File: config.mk
export PLATFORM = sky130hd
export DESIGN_NAME = ordered_list_engine_top
export DESIGN_NICKNAME = d
export VERILOG_FILES = /design/src/rtl/ole_pkg.sv /design/src/rtl/ordered_list_engine_top.sv
export VERILOG_INCLUDE_DIRS = /design/src /design/src/rtl
export SDC_FILE = /design/constraint.sdc
export NUM_CORES = 1
export LEC_CHECK = 0
export BUFFER_PORTS_ARGS = -buffer_cell sky130_fd_sc_hd__buf_4
export CORE_ASPECT_RATIO = 2
export CORE_MARGIN = 2
export CORE_UTILIZATION = 65
export CTS_BUF_LIST = sky130_fd_sc_hd__clkbuf_4
export DETAILED_ROUTE_END_ITERATION = 7
export PLACE_DENSITY = 0.82
export SETUP_SLACK_MARGIN = 0.02
export SLEW_MARGIN = 15
export SYNTH_ARGS = -nofsm -noshare
export SYNTH_HDL_FRONTEND = slang
export SYNTH_SLANG_ARGS = --single-unit
File: constraint.sdc
create_clock -name clock -period 5.8 [get_ports clock]
set_input_delay 0.29 -clock clock [delete_from_list [all_inputs] [get_ports clock]]
set_output_delay 0.29 -clock clock [all_outputs]
set_load 0.02 [all_outputs]
File: src/rtl/ordered_list_engine_top_macros.svh
// ----------------------------------------------------------------------------
// ordered list engine assertion macros
// shared forms for the concurrent checks of the list engine
// ----------------------------------------------------------------------------
`ifndef ORDERED_LIST_ENGINE_TOP_MACROS_SVH
`define ORDERED_LIST_ENGINE_TOP_MACROS_SVH

// condition holds at every clock edge outside reset
`define OLE_ASSERT_ALWAYS(label, clk, rst, cond, msg) \
   label: assert property (@(posedge clk) disable iff (rst) (cond)) \
      else $error(msg);

// consequent holds in the same cycle as the antecedent
`define OLE_ASSERT_SAME(label, clk, rst, ante, cons, msg) \
   label: assert property (@(posedge clk) disable iff (rst) (ante) |-> (cons)) \
      else $error(msg);

// consequent holds in the cycle after the antecedent
`define OLE_ASSERT_NEXT(label, clk, rst, ante, cons, msg) \
   label: assert property (@(posedge clk) disable iff (rst) (ante) |=> (cons)) \
      else $error(msg);

`endif

File: src/rtl/ole_pkg.sv
`timescale 1ns / 1ps
// ----------------------------------------------------------------------------
// ordered list engine package
// field widths, function codes and status codes of the list engine
// ----------------------------------------------------------------------------
package ole_pkg;

   // default pool geometry
   localparam int DEF_CAPACITY    = 16;
   localparam int DEF_VALUE_WIDTH = 32;

   // request and response field widths
   localparam int FUNC_W     = 3;
   localparam int IDX_W      = 5;
   localparam int ITEM_W     = 32;
   localparam int STATUS_W   = 2;
   localparam int LEN_W      = 5;
   localparam int REQ_DATA_W = 40;
   localparam int RSP_DATA_W = 40;
   localparam int RSP_PAD_W  = RSP_DATA_W - (ITEM_W + STATUS_W + LEN_W);

   // request function codes
   typedef enum logic [FUNC_W-1:0] {
      F_PREPEND      = 3'd0,
      F_APPEND       = 3'd1,
      F_INSERT       = 3'd2,
      F_READ         = 3'd3,
      F_REMOVE       = 3'd4,
      F_REMOVE_VALUE = 3'd5
   } func_type;

   // response status codes
   typedef enum logic [STATUS_W-1:0] {
      ST_OK        = 2'd0,
      ST_RANGE     = 2'd1,
      ST_NOT_FOUND = 2'd2,
      ST_FULL      = 2'd3
   } status_type;

endpackage

File: src/rtl/ordered_list_engine_top.sv
`timescale 1ns / 1ps
`include "ordered_list_engine_top_macros.svh"
// ----------------------------------------------------------------------------
// ordered list engine
// doubly linked list of signed values kept in a fixed node pool
// ----------------------------------------------------------------------------
// Each request item (prepend, append, insert at index, read at index, remove
// at index, remove first equal value) returns one response item with a value,
// a status and the new length. Node values and links live in two
// single-port-write memories with a registered read port; the walk from the
// head follows one link per cycle. One item is worked at a time: a read or
// remove walks from the head to its node, and a remove then repairs the
// links of its neighbors and writes back the freed node; an insert takes a
// free node and repairs its neighbors' links, and an insert in the middle
// first walks to the position before it. Freed nodes are chained through
// their next links, so no clearing pass is needed after reset. The next
// request item is taken while a finished response item still waits in the
// output register.

module ordered_list_engine_top
   import ole_pkg::*;
#(
   parameter int CAPACITY    = DEF_CAPACITY,
   parameter int VALUE_WIDTH = DEF_VALUE_WIDTH
) (
   input  logic                  clock,
   input  logic                  reset,
   // request channel
   input  logic                  req_tvalid,
   output logic                  req_tready,
   input  logic [REQ_DATA_W-1:0] req_tdata,  // func[2:0], index[7:3], item_value[39:8]
   // response channel
   output logic                  rsp_tvalid,
   input  logic                  rsp_tready,
   output logic [RSP_DATA_W-1:0] rsp_tdata   // read_value[31:0], status[33:32],
                                             // list_length[38:34], zero[39]
);

   localparam int SW   = $clog2(CAPACITY);
   localparam int CW   = $clog2(CAPACITY + 1);
   localparam int CMPW = (CW > IDX_W) ? CW : IDX_W;
   localparam int LW   = 2 * SW;

   // sequencer states
   typedef enum logic [9:0] {
      S_IDLE   = 10'b0000000001,
      S_WALK   = 10'b0000000010,
      S_POP_RD = 10'b0000000100,
      S_POP_WB = 10'b0000001000,
      S_PA_RD  = 10'b0000010000,
      S_PA_WR  = 10'b0000100000,
      S_PB_RD  = 10'b0001000000,
      S_PB_WR  = 10'b0010000000,
      S_FIN    = 10'b0100000000,
      S_RESP   = 10'b1000000000
   } state_type;

   // node memories
   logic [LW-1:0]          link_mem [CAPACITY];
   logic [VALUE_WIDTH-1:0] val_mem  [CAPACITY];
   logic [LW-1:0]          link_rd_ff;
   logic [VALUE_WIDTH-1:0] val_rd_ff;

   // memory ports
   logic [SW-1:0]          rd_addr;
   logic                   link_wr_en;
   logic [SW-1:0]          link_wr_addr;
   logic [LW-1:0]          link_wr_data;
   logic                   val_wr_en;

   // control state
   state_type              state_ff, state_in;
   logic [SW-1:0]          head_ff, head_in;
   logic [SW-1:0]          tail_ff, tail_in;
   logic [CW-1:0]          count_ff, count_in;
   logic [CW-1:0]          fresh_ff, fresh_in;
   logic [SW-1:0]          free_head_ff, free_head_in;
   logic                   rsp_valid_ff, rsp_valid_in;

   // per item working registers
   func_type               func_ff, func_in;
   logic [VALUE_WIDTH-1:0] key_ff, key_in;
   logic                   ins_ff, ins_in;
   logic                   by_val_ff, by_val_in;
   logic [CW-1:0]          target_ff, target_in;
   logic [CW-1:0]          pos_ff, pos_in;
   logic [SW-1:0]          cur_ff, cur_in;
   logic [SW-1:0]          n_ff, n_in;
   logic                   pop_ff, pop_in;
   logic                   pa_en_ff, pa_en_in;
   logic [SW-1:0]          pa_slot_ff, pa_slot_in;
   logic [SW-1:0]          pa_data_ff, pa_data_in;
   logic                   pb_en_ff, pb_en_in;
   logic [SW-1:0]          pb_slot_ff, pb_slot_in;
   logic [SW-1:0]          pb_data_ff, pb_data_in;
   logic [SW-1:0]          dw_slot_ff, dw_slot_in;
   logic [SW-1:0]          dw_next_ff, dw_next_in;
   logic [SW-1:0]          dw_prev_ff, dw_prev_in;
   logic [VALUE_WIDTH-1:0] res_val_ff, res_val_in;
   status_type             res_status_ff, res_status_in;
   logic [RSP_DATA_W-1:0]  rsp_data_ff, rsp_data_in;

   // request fields and helpers
   func_type                   req_func;
   logic [IDX_W-1:0]           req_index;
   logic signed [ITEM_W-1:0]   req_item;
   logic [CMPW-1:0]            idx_x;
   logic [CMPW-1:0]            cnt_x;
   logic [CMPW-1:0]            pos_x;
   logic                       reuse;
   logic [SW-1:0]              alloc_slot;
   logic [SW-1:0]              rd_next;
   logic [SW-1:0]              rd_prev;
   logic                       found;
   logic                       first;
   logic                       last;
   logic signed [VALUE_WIDTH-1:0] res_val_s;

   // first state of a planned set of memory updates
   function automatic state_type after_plan(input logic pop, input logic pa,
                                            input logic pb);
      state_type nxt;
      if (pop) begin
         nxt = S_POP_RD;
      end else if (pa) begin
         nxt = S_PA_RD;
      end else if (pb) begin
         nxt = S_PB_RD;
      end else begin
         nxt = S_FIN;
      end
      return nxt;
   endfunction

   // request unpacking
   assign req_func  = func_type'(req_tdata[FUNC_W-1:0]);
   assign req_index = req_tdata[FUNC_W +: IDX_W];
   assign req_item  = req_tdata[FUNC_W + IDX_W +: ITEM_W];
   assign idx_x     = CMPW'(req_index);
   assign cnt_x     = CMPW'(count_ff);

   // list position an insert goes to
   always_comb begin
      case (req_func)
         F_PREPEND: pos_x = '0;
         F_APPEND:  pos_x = cnt_x;
         default:   pos_x = idx_x;
      endcase
   end

   // allocation: freed nodes first, then never-used ones
   assign reuse      = (fresh_ff != count_ff);
   assign alloc_slot = reuse ? free_head_ff : fresh_ff[SW-1:0];

   // fields of the node just read
   assign rd_next = link_rd_ff[LW-1:SW];
   assign rd_prev = link_rd_ff[SW-1:0];
   assign found   = by_val_ff ? (val_rd_ff == key_ff) : (pos_ff == target_ff);
   assign first   = (pos_ff == '0);
   assign last    = (pos_ff + CW'(1) == count_ff);

   assign res_val_s = res_val_ff;

   // sequencer
   always_comb begin
      state_in      = state_ff;
      head_in       = head_ff;
      tail_in       = tail_ff;
      count_in      = count_ff;
      fresh_in      = fresh_ff;
      free_head_in  = free_head_ff;
      func_in       = func_ff;
      key_in        = key_ff;
      ins_in        = ins_ff;
      by_val_in     = by_val_ff;
      target_in     = target_ff;
      pos_in        = pos_ff;
      cur_in        = cur_ff;
      n_in          = n_ff;
      pop_in        = pop_ff;
      pa_en_in      = pa_en_ff;
      pa_slot_in    = pa_slot_ff;
      pa_data_in    = pa_data_ff;
      pb_en_in      = pb_en_ff;
      pb_slot_in    = pb_slot_ff;
      pb_data_in    = pb_data_ff;
      dw_slot_in    = dw_slot_ff;
      dw_next_in    = dw_next_ff;
      dw_prev_in    = dw_prev_ff;
      res_val_in    = res_val_ff;
      res_status_in = res_status_ff;
      rsp_data_in   = rsp_data_ff;
      rsp_valid_in  = rsp_valid_ff && !rsp_tready;
      rd_addr       = head_ff;
      link_wr_en    = 1'b0;
      link_wr_addr  = dw_slot_ff;
      link_wr_data  = {dw_next_ff, dw_prev_ff};
      val_wr_en     = 1'b0;

      case (state_ff)
         // accept an item, check it and plan the work
         S_IDLE: begin
            rd_addr = head_ff;
            if (req_tvalid) begin
               func_in       = req_func;
               key_in        = VALUE_WIDTH'(req_item);
               ins_in        = 1'b0;
               by_val_in     = 1'b0;
               pop_in        = 1'b0;
               pa_en_in      = 1'b0;
               pb_en_in      = 1'b0;
               pos_in        = '0;
               cur_in        = head_ff;
               res_val_in    = '0;
               res_status_in = ST_OK;
               case (req_func)
                  F_PREPEND, F_APPEND, F_INSERT: begin
                     ins_in = 1'b1;
                     if (pos_x > cnt_x) begin
                        res_status_in = ST_RANGE;
                        state_in      = S_RESP;
                     end else if (count_ff == CW'(CAPACITY)) begin
                        res_status_in = ST_FULL;
                        state_in      = S_RESP;
                     end else begin
                        n_in       = alloc_slot;
                        pop_in     = reuse;
                        dw_slot_in = alloc_slot;
                        if (!reuse) begin
                           fresh_in = fresh_ff + CW'(1);
                        end
                        if (count_ff == '0) begin
                           // first node of an empty list
                           head_in    = alloc_slot;
                           tail_in    = alloc_slot;
                           dw_next_in = '0;
                           dw_prev_in = '0;
                           state_in   = after_plan(reuse, 1'b0, 1'b0);
                        end else if (pos_x == '0) begin
                           // new head
                           pb_en_in   = 1'b1;
                           pb_slot_in = head_ff;
                           pb_data_in = alloc_slot;
                           dw_next_in = head_ff;
                           dw_prev_in = '0;
                           head_in    = alloc_slot;
                           state_in   = after_plan(reuse, 1'b0, 1'b1);
                        end else if (pos_x == cnt_x) begin
                           // new tail
                           pa_en_in   = 1'b1;
                           pa_slot_in = tail_ff;
                           pa_data_in = alloc_slot;
                           dw_next_in = '0;
                           dw_prev_in = tail_ff;
                           tail_in    = alloc_slot;
                           state_in   = after_plan(reuse, 1'b1, 1'b0);
                        end else begin
                           // walk to the node before the position
                           target_in = pos_x[CW-1:0] - CW'(1);
                           state_in  = S_WALK;
                        end
                     end
                  end
                  F_READ, F_REMOVE: begin
                     if (idx_x < cnt_x) begin
                        target_in = idx_x[CW-1:0];
                        state_in  = S_WALK;
                     end else begin
                        res_status_in = ST_RANGE;
                        state_in      = S_RESP;
                     end
                  end
                  F_REMOVE_VALUE: begin
                     if (count_ff == '0) begin
                        res_status_in = ST_RANGE;
                        state_in      = S_RESP;
                     end else begin
                        by_val_in = 1'b1;
                        state_in  = S_WALK;
                     end
                  end
                  default: begin
                     res_status_in = ST_RANGE;
                     state_in      = S_RESP;
                  end
               endcase
            end
         end

         // one node per cycle from the head
         S_WALK: begin
            rd_addr = rd_next;
            if (found) begin
               if (ins_ff) begin
                  // link the new node between cur and its successor
                  pa_en_in   = 1'b1;
                  pa_slot_in = cur_ff;
                  pa_data_in = n_ff;
                  pb_en_in   = 1'b1;
                  pb_slot_in = rd_next;
                  pb_data_in = n_ff;
                  dw_next_in = rd_next;
                  dw_prev_in = cur_ff;
                  state_in   = after_plan(pop_ff, 1'b1, 1'b1);
               end else if (func_ff == F_READ) begin
                  res_val_in = val_rd_ff;
                  state_in   = S_RESP;
               end else begin
                  // unlink cur and push it on the free chain
                  res_val_in   = val_rd_ff;
                  pop_in       = 1'b0;
                  pa_en_in     = !first;
                  pa_slot_in   = rd_prev;
                  pa_data_in   = last ? '0 : rd_next;
                  pb_en_in     = !last;
                  pb_slot_in   = rd_next;
                  pb_data_in   = first ? '0 : rd_prev;
                  if (first) begin
                     head_in = last ? '0 : rd_next;
                  end
                  if (last) begin
                     tail_in = first ? '0 : rd_prev;
                  end
                  dw_slot_in   = cur_ff;
                  dw_next_in   = free_head_ff;
                  dw_prev_in   = '0;
                  free_head_in = cur_ff;
                  state_in     = after_plan(1'b0, !first, !last);
               end
            end else if (by_val_ff && last) begin
               res_status_in = ST_NOT_FOUND;
               state_in      = S_RESP;
            end else begin
               cur_in = rd_next;
               pos_in = pos_ff + CW'(1);
            end
         end

         // take the new node off the free chain
         S_POP_RD: begin
            rd_addr  = n_ff;
            state_in = S_POP_WB;
         end
         S_POP_WB: begin
            free_head_in = rd_next;
            state_in     = after_plan(1'b0, pa_en_ff, pb_en_ff);
         end

         // predecessor next link repair
         S_PA_RD: begin
            rd_addr  = pa_slot_ff;
            state_in = S_PA_WR;
         end
         S_PA_WR: begin
            link_wr_en   = 1'b1;
            link_wr_addr = pa_slot_ff;
            link_wr_data = {pa_data_ff, rd_prev};
            state_in     = after_plan(1'b0, 1'b0, pb_en_ff);
         end

         // successor prev link repair
         S_PB_RD: begin
            rd_addr  = pb_slot_ff;
            state_in = S_PB_WR;
         end
         S_PB_WR: begin
            link_wr_en   = 1'b1;
            link_wr_addr = pb_slot_ff;
            link_wr_data = {rd_next, pb_data_ff};
            state_in     = S_FIN;
         end

         // write back the node itself and the count
         S_FIN: begin
            link_wr_en   = 1'b1;
            link_wr_addr = dw_slot_ff;
            link_wr_data = {dw_next_ff, dw_prev_ff};
            val_wr_en    = ins_ff;
            count_in     = ins_ff ? count_ff + CW'(1) : count_ff - CW'(1);
            state_in     = S_RESP;
         end

         // hand the item to the output register once it is free
         S_RESP: begin
            if (!rsp_valid_ff || rsp_tready) begin
               rsp_valid_in = 1'b1;
               rsp_data_in  = {{RSP_PAD_W{1'b0}}, cnt_x[LEN_W-1:0],
                               res_status_ff,
                               (res_status_ff == ST_OK) ? ITEM_W'(res_val_s)
                                                        : {ITEM_W{1'b0}}};
               state_in     = S_IDLE;
            end
         end

         default: begin
            state_in = S_IDLE;
         end
      endcase
   end

   // node memories: write port and registered read port
   always_ff @(posedge clock) begin
      if (link_wr_en) begin
         link_mem[link_wr_addr] <= link_wr_data;
      end
      if (val_wr_en) begin
         val_mem[dw_slot_ff] <= key_ff;
      end
      link_rd_ff <= link_mem[rd_addr];
      val_rd_ff  <= val_mem[rd_addr];
   end

   // control registers
   always_ff @(posedge clock) begin
      if (reset) begin
         state_ff     <= S_IDLE;
         head_ff      <= '0;
         tail_ff      <= '0;
         count_ff     <= '0;
         fresh_ff     <= '0;
         free_head_ff <= '0;
         rsp_valid_ff <= 1'b0;
      end else begin
         state_ff     <= state_in;
         head_ff      <= head_in;
         tail_ff      <= tail_in;
         count_ff     <= count_in;
         fresh_ff     <= fresh_in;
         free_head_ff <= free_head_in;
         rsp_valid_ff <= rsp_valid_in;
      end
   end

   // working registers
   always_ff @(posedge clock) begin
      func_ff       <= func_in;
      key_ff        <= key_in;
      ins_ff        <= ins_in;
      by_val_ff     <= by_val_in;
      target_ff     <= target_in;
      pos_ff        <= pos_in;
      cur_ff        <= cur_in;
      n_ff          <= n_in;
      pop_ff        <= pop_in;
      pa_en_ff      <= pa_en_in;
      pa_slot_ff    <= pa_slot_in;
      pa_data_ff    <= pa_data_in;
      pb_en_ff      <= pb_en_in;
      pb_slot_ff    <= pb_slot_in;
      pb_data_ff    <= pb_data_in;
      dw_slot_ff    <= dw_slot_in;
      dw_next_ff    <= dw_next_in;
      dw_prev_ff    <= dw_prev_in;
      res_val_ff    <= res_val_in;
      res_status_ff <= res_status_in;
      rsp_data_ff   <= rsp_data_in;
   end

   // ports
   assign req_tready = (state_ff == S_IDLE);
   assign rsp_tvalid = rsp_valid_ff;
   assign rsp_tdata  = rsp_data_ff;

   // checks
   `OLE_ASSERT_ALWAYS(a_pool_count, clock, reset, fresh_ff >= count_ff && count_ff <= CW'(CAPACITY), "free chain count out of range")
   `OLE_ASSERT_SAME(a_walk_bound, clock, reset, state_ff == S_WALK, pos_ff < count_ff, "walk ran past the tail")
   `OLE_ASSERT_NEXT(a_resp_hold, clock, reset, state_ff == S_RESP && rsp_valid_ff && !rsp_tready, state_ff == S_RESP, "response overwrote a pending item")

endmodule
Yosys cells after proc, flatten, opt, wreduce, memory -nomap -nowiden
Memories as Yosys holds them, arrays and structs flattened. A register that Yosys moved wholly into a read port is not among the register bits. Cells that the tools add are included.

Register bits after elaboration: 192. Memories: 2. Memory bits (writable): 640. Output and inout port bits: 42. Bits of input ports: 44. Logic and storage cells: 319.

Multiplexer cells: 191. Bitwise logic cells: 3. Order comparisons: 2. Add/sub/neg operators: 5. Reductions and logical operators: 36. Eq/ne operators: 51.

Memory list: val_mem (depth 16, bits a word 32, read ports 1, clocked after Yosys merged registers in 1, wr ports 1, RTL line ordered_list_engine_top.sv:60) `logic [VALUE_WIDTH-1:0] val_mem [CAPACITY];`; link_mem (depth 16, bits a word 8, read ports 1, clocked after Yosys merged registers in 1, wr ports 1, RTL line ordered_list_engine_top.sv:59) `logic [LW-1:0] link_mem [CAPACITY];`.

Operators by type and width (number): $mux 4 (88); $mux 10 (13); $pmux 10 s10 (1); $mux 32 (3); $pmux 4 s2 (12); $pmux 32 s2 (1); $mux 5 (12); $mux 9 (5); $ne 2x2->1 const B (20); $mux 1 (39); $eq 32x32->1 (1); $pmux 10 s3 (1); $pmux 5 s2 (3); $reduce_and 10->1 (2); $reduce_and 4->1 (5); $reduce_and 9->1 (2); $pmux 4 s4 (1); $pmux 8 s2 (1); $reduce_and 8->1 (2); $add 5x1->5 const B (3); $eq 5x5->1 (3); $logic_not 5->1 (3); $reduce_and 11->1 (1); $eq 10x1->1 const B (1); other kinds (40) (65).

Longest topological paths before layout
Gate-level depths: netlist of run 1.

Depth in word-level cells: 11. Depth in mapped cells: 15.

Least setup slack after synthesis of run 1
Ideal clock, no wire load.

Kind: flip-flop to flip-flop. Start point: register state_ff[2]. End point: memory val_mem[3][0] (netlist name) (enable). Library setup time: 0.461 ns. Setup slack: 1.384 ns. Stages on the path, launching flop included: 7. Clock period less this slack: 4.416 ns. Arrival time: 3.955 ns. Data required time: 5.339 ns. Cells stage by stage: dfxtp_1 -> or4_1 -> nor3_2 -> and4b_1 -> clkbuf_1 -> nand4_1 -> nor3_1.

Longest elaborated chain between the ends: 4.

Ends and longest elaborated chain: from (decl) (RTL line ordered_list_engine_top.sv:72) `state_type state_ff, state_in;`; from (signal assigned) (RTL line ordered_list_engine_top.sv:424) `state_ff <= state_in;`; $eq 10x9->1 (RTL line ordered_list_engine_top.sv:200) `case (state_ff)`; $mux 1 (RTL line ordered_list_engine_top.sv:200); $mux 1 (RTL line ordered_list_engine_top.sv:406) `if (val_wr_en) begin`; $mux 1 (implied by the code) (RTL line ordered_list_engine_top.sv:407) `val_mem[dw_slot_ff] <= key_ff;`; to (decl) (RTL line ordered_list_engine_top.sv:60).

No other way between the ends.

Worst setup path after layout of run 1
Start point: register state_ff[9]. End point: register link_rd_ff[4] (read register of link_mem).

Longest elaborated chain between the ends: 2.

Ends and longest elaborated chain: $eq 10x7->1 (tied with other cells) (RTL line ordered_list_engine_top.sv:200); $pmux 4 s4 (*) (RTL line ordered_list_engine_top.sv:200); to (decl) (RTL line ordered_list_engine_top.sv:61) `logic [LW-1:0] link_rd_ff;`.

Mark *: on every way between the ends. The rest lies on a longest branch, timed or not. A chain may end at the register's enable or synchronous reset.

==> results.toml, run 1 <==
[yosys]
post_synth_xor_area_fraction_pct = 1.61
postSynth.asyncResetShare_pct = 0
post_synth_inst_count = 2237
syn-cell-area_mm2 = 0.0349
syn_nets = 2298
synth-compound-area-share_pct = 8.59
synthSimpleGateAreaFrac_pct = 6.96
post-synth-top-count-cell = "sky130_fd_sc_hd__edfxtp_1"
synth_commonest_cells = "sky130_fd_sc_hd__edfxtp_1, sky130_fd_sc_hd__mux2i_1, sky130_fd_sc_hd__a21oi_1, sky130_fd_sc_hd__nand2_1, sky130_fd_sc_hd__nor2_1"
synthDominantAreaCellType = "sky130_fd_sc_hd__edfxtp_1"
synth_top_family_by_area = "compound AO/OA/AOI/OAI gates"
synth-seq-cells = 872
synth.distinct_cells = 71
synth.area.top_cells = "sky130_fd_sc_hd__edfxtp_1, sky130_fd_sc_hd__mux2i_1, sky130_fd_sc_hd__dfxtp_1, sky130_fd_sc_hd__a211oi_1, sky130_fd_sc_hd__a21oi_1"
yosys.area.top_type_share_pct = 68.7
synth-edff-count = 799
avgSynthCellArea_um2 = 15.6
multiplexer_share_of_the_synthesized_area_pct = 7.42
synth_fa_ha_area_share_pct = 0.630
synth_flop_cell = "sky130_fd_sc_hd__edfxtp_1"
ys_seq_area_share_pct = 72.8
yosysWarningCount = 0

[grt]
grt.total_usage_pct = 31.4
grt_overflow_total = 0
vias_in_the_first_global_route = 21900
antenna_found_initial = 1
grt_pass1_wl_mm = 128
grt_max_degree = 150

[routing]
viasPerCell = 6.45
number_of_vias_after_detailed_routing = 21100
detail_route.first_pass.iterations = 6
antenna_violating_nets_post_route = 0
first_iter_violations = 1978
routed_wirelength_mm = 86.8
detail_route.wl_per_cell_um = 26.6
drc = 0

[sta]
finalWorstPathRequiredPeriod_ns = 4.15
finalSetupViolations = 0
upper_clock_frequency_limit_ghz = 0.241
rsz_0062_raised_after_global_routing = "false"
fin_worst_skew_ns = 0.0915
setup-tns-final_ns = 0
least_margin_pin_slew_ns = 1.29
finalHoldViolCount = 0
slew_violations = 0
max_slew_margin_pct = 13.9
post-route-period-util_pct = 71.5

[hold_path]
hold_path.class = "primary input to flop"

[placement]
post-dp-hpwl_mm = 52.2
post-place-cells = 2897
gp_congestion = 1.03
placement.io_buffers = 84

[power_and_ir_drop]
p_switching_w = 0.00350
power.internal_w = 0.0100
power_switching_share_pct = 25.9
comb_power_share_pct = 9.8
share_seq_of_total_power_pct = 56.5
irDropWorstVdd_mv = 0.242
clock_power_share_pct = 33.6
power.density_mw_per_mm2 = 346
leakagePower_nw = 14.7

[cells_and_area]
area.growth.synth_to_final_pct = 11.9
finalNonFillerCells = 3271
finish.utilization_pct = 73.4
nNetsFinal = 2514
drive_above_1_share_pct = 17.4

[critical_path]
criticalPathCategory = "flop to flop"
worst_setup_path_start_kind = "flop"
critical_path.endpoint_type = "flop"
max_fo_critical_path = 149
crit_path_required_time_ns = 6.62
crit_arrival_ns = 4.97

[clock_network]
clk_transition_reported_paths_ns = 0.07
tritoncts_num_sinks = 872
htree_num_levels = 4
clockBufferDepth = 3
clock_tree.root_cell = "sky130_fd_sc_hd__clkbuf_4"
clock_latency_ns = 0.95
clock_buffer_count_from_cts = 180
clock_tree_from_tritoncts = "done"
post_cts_resized = 0

[floorplan]
chip_width_um = 168
die-height_um = 332
floorplan.core_area_mm2 = 0.0533
design.die.area_mm2 = 0.0557
io-pin-count = 86
rows = 120
initial_utilization_pct = 65.6

[status]
result_of_the_run = "complete, no violations"

[flow_run]
max_cap_violations = 0
-- repair_timing --
| action | in CTS | in global routing |
|---|---|---|
| endpoints found under the hold margin | 82 | 0 |
| hold buffers | 44 | 0 |
| setup buffers | 0 | 0 |
-- metal layers --
layer / vias up / routed length, µm / track usage, % / share of wire [%]
met4: 2 / 6540 / 22.7 / 7.5
met1: 10400 / 28900 / 33.6 / 33
met5: - / 18 / 0 / 0.021
met2: 1088 / 45800 / 55.3 / 53
li1: 9238 / - / - / -
met3: 361 / 5650 / 5.77 / 6.5
-- power groups by stage --
| stage | combinational, W | sequential, W | clock [W] |
|---|---|---|---|
| 3_5_place_dp | 0.00128 | 0.00778 | 0 |
| 5_1_grt | 0.00141 | 0.00768 | 0.00489 |
| 3_3_place_gp | 0.00125 | 0.00776 | 0 |
| 2_1_floorplan | 0.000859 | 0.00761 | 0 |
| 4_1_cts | 0.00132 | 0.00764 | 0.00462 |
| 6_report | 0.00133 | 0.00765 | 0.00455 |
-- placed cells by master, fill, tap and decap left out, types with 6 or more instances in the layout --
cell type | Yosys | routed
sky130_fd_sc_hd__edfxtp_1 | 799 | 799
sky130_fd_sc_hd__clkbuf_4 | 0 | 266
sky130_fd_sc_hd__mux2i_1 | 258 | 258
sky130_fd_sc_hd__a21oi_1 | 118 | 118
sky130_fd_sc_hd__buf_4 | 10 | 113
sky130_fd_sc_hd__nand2_1 | 98 | 96
sky130_fd_sc_hd__a211oi_1 | 90 | 90
sky130_fd_sc_hd__nor2b_1 | 91 | 89
sky130_fd_sc_hd__nor2_1 | 97 | 84
sky130_fd_sc_hd__dfxtp_1 | 73 | 73
sky130_fd_sc_hd__and2_1 | 70 | 70
sky130_fd_sc_hd__xnor2_1 | 47 | 47
sky130_fd_sc_hd__dlygate4sd3_1 | 0 | 44
sky130_fd_sc_hd__o22a_1 | 40 | 40
sky130_fd_sc_hd__o221ai_1 | 40 | 40
sky130_fd_sc_hd__a221o_1 | 40 | 40
sky130_fd_sc_hd__clkinv_1 | 0 | 32
sky130_fd_sc_hd__inv_1 | 22 | 21
sky130_fd_sc_hd__o21ai_0 | 21 | 21
sky130_fd_sc_hd__nand4_1 | 21 | 21
sky130_fd_sc_hd__a22oi_1 | 18 | 18
sky130_fd_sc_hd__nand3_1 | 17 | 17
sky130_fd_sc_hd__ha_1 | 16 | 16
sky130_fd_sc_hd__xor2_1 | 12 | 12
sky130_fd_sc_hd__nor2_4 | 0 | 12
sky130_fd_sc_hd__clkinv_2 | 0 | 12
sky130_fd_sc_hd__nor3_1 | 14 | 10
sky130_fd_sc_hd__a31oi_1 | 10 | 10
sky130_fd_sc_hd__o21a_1 | 7 | 7
sky130_fd_sc_hd__clkinvlp_4 | 0 | 7
sky130_fd_sc_hd__nor3_2 | 2 | 6
sky130_fd_sc_hd__nor4_1 | 6 | 6
sky130_fd_sc_hd__and3_1 | 7 | 6
sky130_fd_sc_hd__nand2b_1 | 6 | 6
sky130_fd_sc_hd__a21o_1 | 6 | 6
-- per-stage QoR --
stage	power [W]	hold slack, ns	cell area (µm²)	setup WS [ns]
2_1_floorplan	0.00847	0.389	34900	1.38
3_3_place_gp	0.00900	0.454	36300	1.93
3_5_place_dp	0.00906	0.462	36300	1.71
4_1_cts	0.0136	0.0240	39100	1.72
5_1_grt	0.0140	0.0359	39100	1.48
6_report	0.0135	0.0860	39100	1.65
-- path summary, 6_finish.rpt --
| kind | startpoint | endpoint | slack (ns) | cells past startpoint |
|---|---|---|---|---|
| setup / recovery | state_ff[9] | link_rd_ff[4] | 1.65 | 8 |
| hold / removal | req_tdata[16] | key_ff[8] | 0.09 | 2 |
| hold reg to reg | res_status_ff[0] | rsp_tdata[32] | 0.49 | 0 |
| setup reg to reg | state_ff[9] | link_rd_ff[4] | 1.65 | 8 |
-- area by class of cell --
type / instances / area (µm²)
clock inverters: 62 / 378
well taps: 671 / 840
fillers: 3221 / 14200
flip-flops and latches: 872 / 25500
clock buffers: 266 / 2000
inverters: 23 / 86.3
multi-input cells: 1214 / 8950
diodes: 1 / 2.50
repair buffers: 162 / 1390
-- cells by family after synthesis --
kind of cell | after synthesis
DFF | 872
and+or+nand+nor | 459
AOI/OAI and AO/OA | 417
muxes | 259
buffers and inverters | 151
xor gates and xnor gates | 61
adders and majority gates | 17
other | 1
-- worst max-delay path: stages (launching register included) --
cell and delay, ns:
sky130_fd_sc_hd__dfxtp_1 0.35, sky130_fd_sc_hd__nor4_2 0.93, sky130_fd_sc_hd__nand4_1 0.34, sky130_fd_sc_hd__o21ai_1 0.27, sky130_fd_sc_hd__a211oi_4 0.11, sky130_fd_sc_hd__buf_12 0.30
sky130_fd_sc_hd__nand2_2 1.03, sky130_fd_sc_hd__o221ai_1 0.33, sky130_fd_sc_hd__a221o_1 0.34
-- registers in the layout, indices dropped and copies added (netlist names), 5 cells and up --
signal	flops
rsp_tdata	39
fresh_ff	5
val_mem	512
res_val_ff	32
key_ff	32
link_mem	128
pos_ff	5
val_rd_ff	32
cnt_x	5
state_ff	10
target_ff	5
link_rd_ff	8
Power figures use the tool's default switching activity.
==> inputs of run 2 (changes only) <==
Settings changed: CORE_UTILIZATION 65 to 58, PLACE_DENSITY 0.82 to 0.78.
Clock period 5.8 ns to 3.6 ns, I/O delays scaled along.
==> run 2 against run 1 <==
  * Sequential power increased by 59%
  * Via count is 3.0% higher
  * Clock-buffer cell count fell by 2
  * Critical endpoint is now link_rd_ff[7]
  * Maximum frequency up 24%
  * Largest power group unchanged
  * Sequential share of layout area is 2.6 points lower
  * Die area is 12% higher
  * Clock power rose by 58%
  * Power increased by 62%
  * Wire length grew 3.8%
  * Clock skew shrank 0.043 ns
==> results.toml, run 2 (synthesis results as in run 1) <==
[clock_network]
clock_tree.root_cell = "sky130_fd_sc_hd__clkbuf_4"
clock_buffer_count_from_cts = 181
htree_num_levels = 4
clock_tree_from_tritoncts = "done"
tritoncts_num_sinks = 872
clockBufferDepth = 3
clk_transition_reported_paths_ns = 0.07
clock_latency_ns = 0.97

[cells_and_area]
fillCellCount = 4061
drive_above_1_share_pct = 19.9
final_cell_mix = "sky130_fd_sc_hd__edfxtp_1, sky130_fd_sc_hd__clkbuf_4, sky130_fd_sc_hd__mux2i_1"
mostFrequentLayoutCell = "sky130_fd_sc_hd__edfxtp_1"
multi_input_area_mm2 = 0.00898
regArea_mm2 = 0.0255
finalNonFillerCells = 3522
largest_reg_flops = 512
largest_register = "val_mem"
area.growth.synth_to_final_pct = 16.5
nNetsFinal = 2659

[floorplan]
die-height_um = 351
initial_utilization_pct = 58.5
floorplan.core_area_mm2 = 0.0597
rows = 127
chip_width_um = 178
io-pin-count = 86
design.die.area_mm2 = 0.0624

[critical_path]
rr_endpoint = "link_rd_ff[7]"
max_fo_critical_path = 14
worst_setup_path_start_kind = "flop"
critical_path.endpoint_type = "flop"
crit_path_required_time_ns = 4.45
reg2reg_depth = 11
rr_startpoint = "state_ff[1]"
r2r_slack_ns = 0.25
crit_arrival_ns = 4.19
criticalPathCategory = "flop to flop"

[placement]
dpl_worst_slack_ns = 0.244
gp_congestion = 0.969
placement.io_buffers = 84
post-dp-hpwl_mm = 55.8
post-place-cells = 3104

[grt]
vias_in_the_first_global_route = 21800
grt_pass1_wl_mm = 131
grt_max_degree = 115
grt.total_usage_pct = 29.0
antenna_found_initial = 2
grt_overflow_total = 0

[sta]
hold_ws_ns = 0.115
fin_worst_skew_ns = 0.0489
finalWorstPathRequiredPeriod_ns = 3.35
setup-tns-final_ns = 0
finalSetupViolations = 0
max_slew_margin_pct = 46.3
finalHoldViolCount = 0
post-route-period-util_pct = 93.0
rsz_0062_raised_after_global_routing = "false"
upper_clock_frequency_limit_ghz = 0.299
setup_slack_ns = 0.252
slew_violations = 0
least_margin_pin_slew_ns = 0.805

[routing]
viasPerCell = 6.17
routed_wirelength_mm = 90.1
detail_route.first_pass.iterations = 6
number_of_vias_after_detailed_routing = 21700
detail_route.wl_per_cell_um = 25.6
detailed_route_wirelength_on_metal3_mm = 5.68
met1Wirelength_mm = 30.1
top_layer_used = "met4"
drc = 0
first_iter_violations = 1857
antenna_violating_nets_post_route = 0
wl_met2_mm = 48.2

[power_and_ir_drop]
power.density_mw_per_mm2 = 538
irDropWorstVdd_mv = 0.305
leakagePower_nw = 15.5

[flow_run]
max_cap_violations = 0

[hold_path]
timing.hold.worst_path_depth = 3
hold_path_end = "target_ff[0]"
holdCritStartpoint = "req_tdata[3]"
hold_path.class = "primary input to flop"

[status]
result_of_the_run = "complete, no violations"
## run 2: final cells by class
| class | count | share of cell area (%) |
|---|---|---|
| antenna | 5 | 0.0307 |
| clock buffer | 264 | 4.87 |
| clock inverter | 64 | 0.768 |
| inverter | 23 | 0.212 |
| multi-input combinational | 1214 | 22.0 |
| sequential | 872 | 62.5 |
| tap | 774 | 2.38 |
| timing repair buffer | 306 | 7.20 |
## run 2: power by group
group | switching [W] | internal, W
clock | 0.00366 | 0.00352
sequential | 0.000468 | 0.0117
combinational | 0.00153 | 0.00101
total | 0.00566 | 0.0162
## run 2: per-layer routing
| layer | vias to the layer above | global-route usage [%] |
|---|---|---|
| met5 | - | 0 |
| met4 | 0 | 19.7 |
| met3 | 312 | 5.08 |
| met2 | 1100 | 51.7 |
| met1 | 10800 | 31.0 |
| li1 | 9538 | - |
## run 2: per-stage QoR
| step | power [W] | instance area [µm²] | util [%] |
|---|---|---|---|
| floorplan | 0.0136 | 35000 | - |
| global placement | 0.0147 | 37600 | 62.9 |
| detailed placement | 0.0148 | 37600 | 62.9 |
| CTS | 0.0220 | 40700 | 68.1 |
| global route | 0.0227 | 40700 | 68.2 |
| finish | 0.0219 | 40700 | 68.2 |
## run 2: worst max path at each step
stage | startpoint | end | slack [ns]
global route | state_ff[0] | link_rd_ff[7] | 0.06
detailed placement | state_ff[6] | val_rd_ff[0] | 0.24
CTS | state_ff[6] | val_rd_ff[0] | 0.21
floorplan | state_ff[2] | val_mem[15][0] | 0.04
finish | state_ff[1] | link_rd_ff[7] | 0.25
global placement | state_ff[2] | val_rd_ff[21] | 0.35
## run 2: worst max-delay path: stages, from the launching register on
cell                       delay (ns)
sky130_fd_sc_hd__dfxtp_1         0.43
sky130_fd_sc_hd__nor4_1          0.64
sky130_fd_sc_hd__nand2_1         0.21
sky130_fd_sc_hd__o21ai_1         0.30
sky130_fd_sc_hd__a211oi_4        0.07
sky130_fd_sc_hd__buf_4           0.19
sky130_fd_sc_hd__buf_12          0.14
sky130_fd_sc_hd__nand3_2         0.27
sky130_fd_sc_hd__buf_4           0.33
sky130_fd_sc_hd__o22a_1          0.18
sky130_fd_sc_hd__o221ai_1        0.15
sky130_fd_sc_hd__a221o_1         0.29
## run 2: repair_timing
action,CTS,global route
gates resized for setup,0,1
setup buffers,0,3
hold buffers,81,0
endpoints found under the hold margin,133,0
setup endpoints to repair,0,23
